==> config.mk <==
export PLATFORM = sky130hd
export DESIGN_NAME = sapq_cell
export DESIGN_NICKNAME = d
export VERILOG_FILES = /design/src/hw/rtl/sapq_pkg.sv /design/src/hw/rtl/sapq_cell.sv
export SDC_FILE = /design/constraint.sdc
export NUM_CORES = 1
export LEC_CHECK = 0
export BUFFER_PORTS_ARGS = -buffer_cell sky130_fd_sc_hd__clkbuf_2
export CORE_MARGIN = 3
export CORE_UTILIZATION = 36
export CTS_CLUSTER_SIZE = 25
export DETAILED_ROUTE_END_ITERATION = 8
export MAX_ROUTING_LAYER = met4
export PLACE_DENSITY_LB_ADDON = 0.25
export SLEW_MARGIN = 20
export SYNTH_ARGS = -nofsm -noshare
export SYNTH_HDL_FRONTEND = slang
export SYNTH_SLANG_ARGS = --single-unit
==> constraint.sdc <==
create_clock -name clk -period 4.4 [get_ports clk]
set_clock_uncertainty 0.2 [all_clocks]
set_input_delay 0.88 -clock clk [delete_from_list [all_inputs] [get_ports clk]]
set_output_delay 0.88 -clock clk [all_outputs]
set_load 0.005 [all_outputs]
==> src/hw/rtl/sapq_pkg.sv <==
// ----------------------------------------------------------------------------
// sapq_pkg
// Shared types and codes for the sorted-array max priority queue.
// ----------------------------------------------------------------------------
`default_nettype none

package sapq_pkg;

    localparam int KEY_W    = 32;
    localparam int STATUS_W = 2;
    localparam int OCC_W    = 8;

    typedef enum logic {
        OP_ENQ = 1'b0,
        OP_DEQ = 1'b1
    } opcode_t;

    typedef enum logic [STATUS_W-1:0] {
        ST_OK    = 2'd0,
        ST_FULL  = 2'd1,
        ST_EMPTY = 2'd2
    } status_t;

    // what every cell of the row does this cycle
    typedef enum logic [1:0] {
        CMD_HOLD = 2'd0,
        CMD_INS  = 2'd1,
        CMD_REM  = 2'd2
    } cell_cmd_t;

    typedef struct packed {
        opcode_t                  opcode;
        logic signed [KEY_W-1:0]  key_in;
    } req_beat_t;

    typedef struct packed {
        logic signed [KEY_W-1:0]  key_out;
        status_t                  status;
        logic [OCC_W-1:0]         occupancy;
    } rsp_beat_t;

    // broadcast to the whole cell row
    typedef struct packed {
        cell_cmd_t                cmd;
        logic signed [KEY_W-1:0]  key;
    } cell_ctl_t;

endpackage

`default_nettype wire

==> src/hw/rtl/sapq_cell.sv <==
// ----------------------------------------------------------------------------
// sapq_cell
// One slot of the descending key row: compare against the broadcast key and
// take own, new or neighbor key.
// ----------------------------------------------------------------------------
`default_nettype none

module sapq_cell (
    input  wire logic                                clk,
    input  wire sapq_pkg::cell_ctl_t                 ctl,
    input  wire logic                                occupied,
    input  wire logic signed [sapq_pkg::KEY_W-1:0]   prev_key,
    input  wire logic                                prev_gt,
    input  wire logic signed [sapq_pkg::KEY_W-1:0]   next_key,
    output logic                                     gt,
    output logic signed [sapq_pkg::KEY_W-1:0]        key
);

    logic signed [sapq_pkg::KEY_W-1:0] key_reg;
    logic signed [sapq_pkg::KEY_W-1:0] key_next;

    // held key strictly above the new one: it stays in place
    assign gt  = occupied && (key_reg > ctl.key);
    assign key = key_reg;

    always_comb
    begin
        key_next = key_reg;
        unique case (ctl.cmd)
            sapq_pkg::CMD_INS:
            begin
                if (!gt)
                begin
                    key_next = prev_gt ? ctl.key : prev_key;
                end
            end
            sapq_pkg::CMD_REM:
            begin
                key_next = next_key;
            end
            default:
            begin
                key_next = key_reg;
            end
        endcase
    end

    always_ff @(posedge clk)
    begin
        key_reg <= key_next;
    end

endmodule

`default_nettype wire

==> flow_summary_export.csv <==
group,metric,value,unit
place,routabilityCongestion,0.735,
worst_setup_path,required,3320,ps
clock_network,cts_resized,0,
power,sw_frac_of_total,0.288,
yosys,ys_seq_elements,32,
place,dp_hpwl,5.07,mm
worst_setup_path,r2r-end,"key[15]",
power,vdd_ir_drop_max,133,uV
timing,min_period,4020,ps
routing,wl,6.19,mm
clock_network,cts-root-buf,"clkbuf_8",
power,leakagePower,1.71,nW
yosys,netlist_area,2440,um^2
clock_network,ctsHoldBuffers,0,
worst_setup_path,worst-path-max-fanout,3,
status,status,"complete, no violations",
timing,final_hold_viol_count,0,
finish,finalNetCount,524,
timing,maxSlewViolCount,0,
timing,worst_pin_slew,1090,ps
hold_path,worst_hold_path_type,"input port to flip-flop",
yosys,ys_warn_count,0,
global_route,grt_pass1_vias,2268,
worst_setup_path,critPathLaunchType,"input port",
die,coreArea,6460,um^2
die,die_w,88.4,um
global_route,grtUsageMet3,0.0289,
yosys,ys_types,26,
global_route,use_met1,0.219,
power,intPower,599,uW
power,p_seq_frac,0.466,
power,comb_power_share,0.281,
global_route,antenna_found_initial,0,
die,pin_count,134,
finish,drive_above_1_share,0.373,
die,initial_core_util,0.379,
yosys,ys_top_cells_by_area,"edfxtp_1 (39%), ha_1 (16%), mux2i_1 (13%)",
place,io_buffers,133,
routing,drtIter0Drc,75,
yosys,synth-edff-count,32,
clock_network,tritoncts,"yes",
finish,largest_register_ffs,32,
finish,num-fill-cells,626,
global_route,grt-busiest-layer,"met2",
die,die-area,7820,um^2
clock_network,numCtsBuffers,5,
yosys,async_reset_ff_frac,0,
timing,finalCritPeriodShare,0.913,
yosys,synth_top_area_frac,0.393,
yosys,synth_top_area_cell,"edfxtp_1",
global_route,grt_pass1_wl,10.1,mm
clock_network,cts_sinks,32,
worst_setup_path,endpoint_kind,"primary output",
clock_network,clockBufferDepth,2,
global_route,grt.met2_usage,0.278,
worst_setup_path,r2r_cells,8,
finish,design_area,3270,um^2
timing,clock.fmax,249,MHz
routing,post_drt_via_cell_ratio,4.85,
place,dpl_cell_area,3200,um^2
global_route,grt_usage,0.170,
die,fp.dieH,88.4,um
worst_setup_path,endpoint,"gt",
finish,syn_to_final_growth,33.9,%
routing,drc_errors,0,
power,power.switching,242,uW
run,drv_cap,0,
die,row_count,29,
finish,n_antenna_cell,0,
timing,fin_setup_tns,0,ps
timing,setup_viol_count_final,0,
yosys,avgSynthCellArea,9.44,um^2
clock_network,clk_latency,280,ps
clock_network,clk_pin_slew,70,ps
worst_setup_path,arrival,2940,ps
worst_setup_path,crit_start,"ctl[7]",
worst_setup_path,reg2reg_slack,1310,ps
yosys,synthFlopType,"edfxtp_1",
worst_setup_path,r2r-start,"key[7]",
power,p_per_area,257,nW/um^2
timing,max_slew_margin,0.272,
timing,grt_setup_unrepaired,"no",
yosys,synthCells,259,
yosys,yosysMostFrequentCell,"nand2_1",
power,pwr-share-clk,0.252,
hold_path,hold_path_startpoint,"next_key[13]",
global_route,overflow,0,
worst_setup_path,critPathKind,"input port to primary output",
clock_network,cts_max_level,2,
yosys,yosys-top-cells-count,"nand2_1 (39), o21ai_0 (35), inv_1 (34)",
yosys,synth_seq_area_share,0.393,
yosys,synthesis.nets,392,
clock_network,cts_setup_buffers,0,
routing,wl_per_cell,13.2,um
routing,dr.pass1.iters,3,
routing,antenna_left,0,
global_route,grt_start_max_net_pins,65,
routing,vias,2270,
==> layer usage <==
metal	wire, um	part of all wire	vias to the layer above
li1	-	-	1191
met1	2800	0.45	1002
met2	2990	0.48	72
met3	339	0.055	5
met4	57	0.0092	0
met5	0	0	-
==> placed cells by master, fill, tap and decap left out, drive strengths merged, types with 3 or more instances in the layout <==
| cell type | instances |
|---|---|
| a21oi | 13 |
| nand2 | 39 |
| clkbuf | 139 |
| nand3 | 3 |
| mux2i | 32 |
| ha | 32 |
| nor2 | 5 |
| inv | 34 |
| edfxtp | 32 |
| buf | 3 |
| o211ai | 3 |
| nand4 | 8 |
| o21ai | 35 |
==> power by group through the flow <==
stage | Clock (mW) | Combinational (mW) | Sequential, mW
after detailed placement | 0 | 0.239 | 0.399
after floorplan | 0 | 0.124 | 0.399
after CTS | 0.224 | 0.241 | 0.393
final | 0.212 | 0.237 | 0.393
after global placement | 0 | 0.236 | 0.397
after global routing | 0.239 | 0.277 | 0.396
==> worst max-delay path: stages <==
cell,delay (ps)
clkbuf_2,90
inv_1,40
ha_1,320
a21oi_1,150
o21ai_0,120
a221o_1,300
o31a_1,330
or4b_4,520
nand2_1,80
clkbuf_2,110
==> how the worst min path moves through the flow <==
| stage | end | slack (ps) | cells past startpoint |
|---|---|---|---|
| after global routing | key[14] | 680 | 3 |
| final | key[13] | 670 | 3 |
| after global placement | key[24] | 950 | 3 |
| after detailed placement | key[13] | 960 | 3 |
| after CTS | key[13] | 660 | 3 |
| after floorplan | key[0] | 870 | 2 |
==> per-stage QoR <==
step	utilization	hold slack (ps)	setup WS (ps)	power, mW	instances
after floorplan	-	867	666	0.524	259
after global placement	0.495	952	395	0.633	461
after detailed placement	0.495	959	377	0.639	461
after CTS	0.507	661	375	0.858	468
after global routing	0.507	676	232	0.912	468
final	0.507	674	381	0.842	468
==> area by class of cell <==
type                    instances  area, um^2  share of cell area
clock inverters                 1        5.00             0.00153
flip-flops and latches         32         961               0.293
well taps                      77        96.3              0.0294
inverters                      34         128              0.0390
repair buffers                136         688               0.210
multi-input cells             182        1320               0.404
clock buffers                   6        72.6              0.0222
==> logic make-up (layout without fill, tap and decap cells) <==
logic type	after synthesis	count (layout)	synth area share
AOI/OAI and AO/OA	59	59	0.136
and+or+nand+nor	59	59	0.107
buffers and inverters	45	177	0.0691
adders and majority gates	32	32	0.164
muxes	32	32	0.131
DFF	32	32	0.393
No activity file was read; power rests on OpenSTA's default activity.
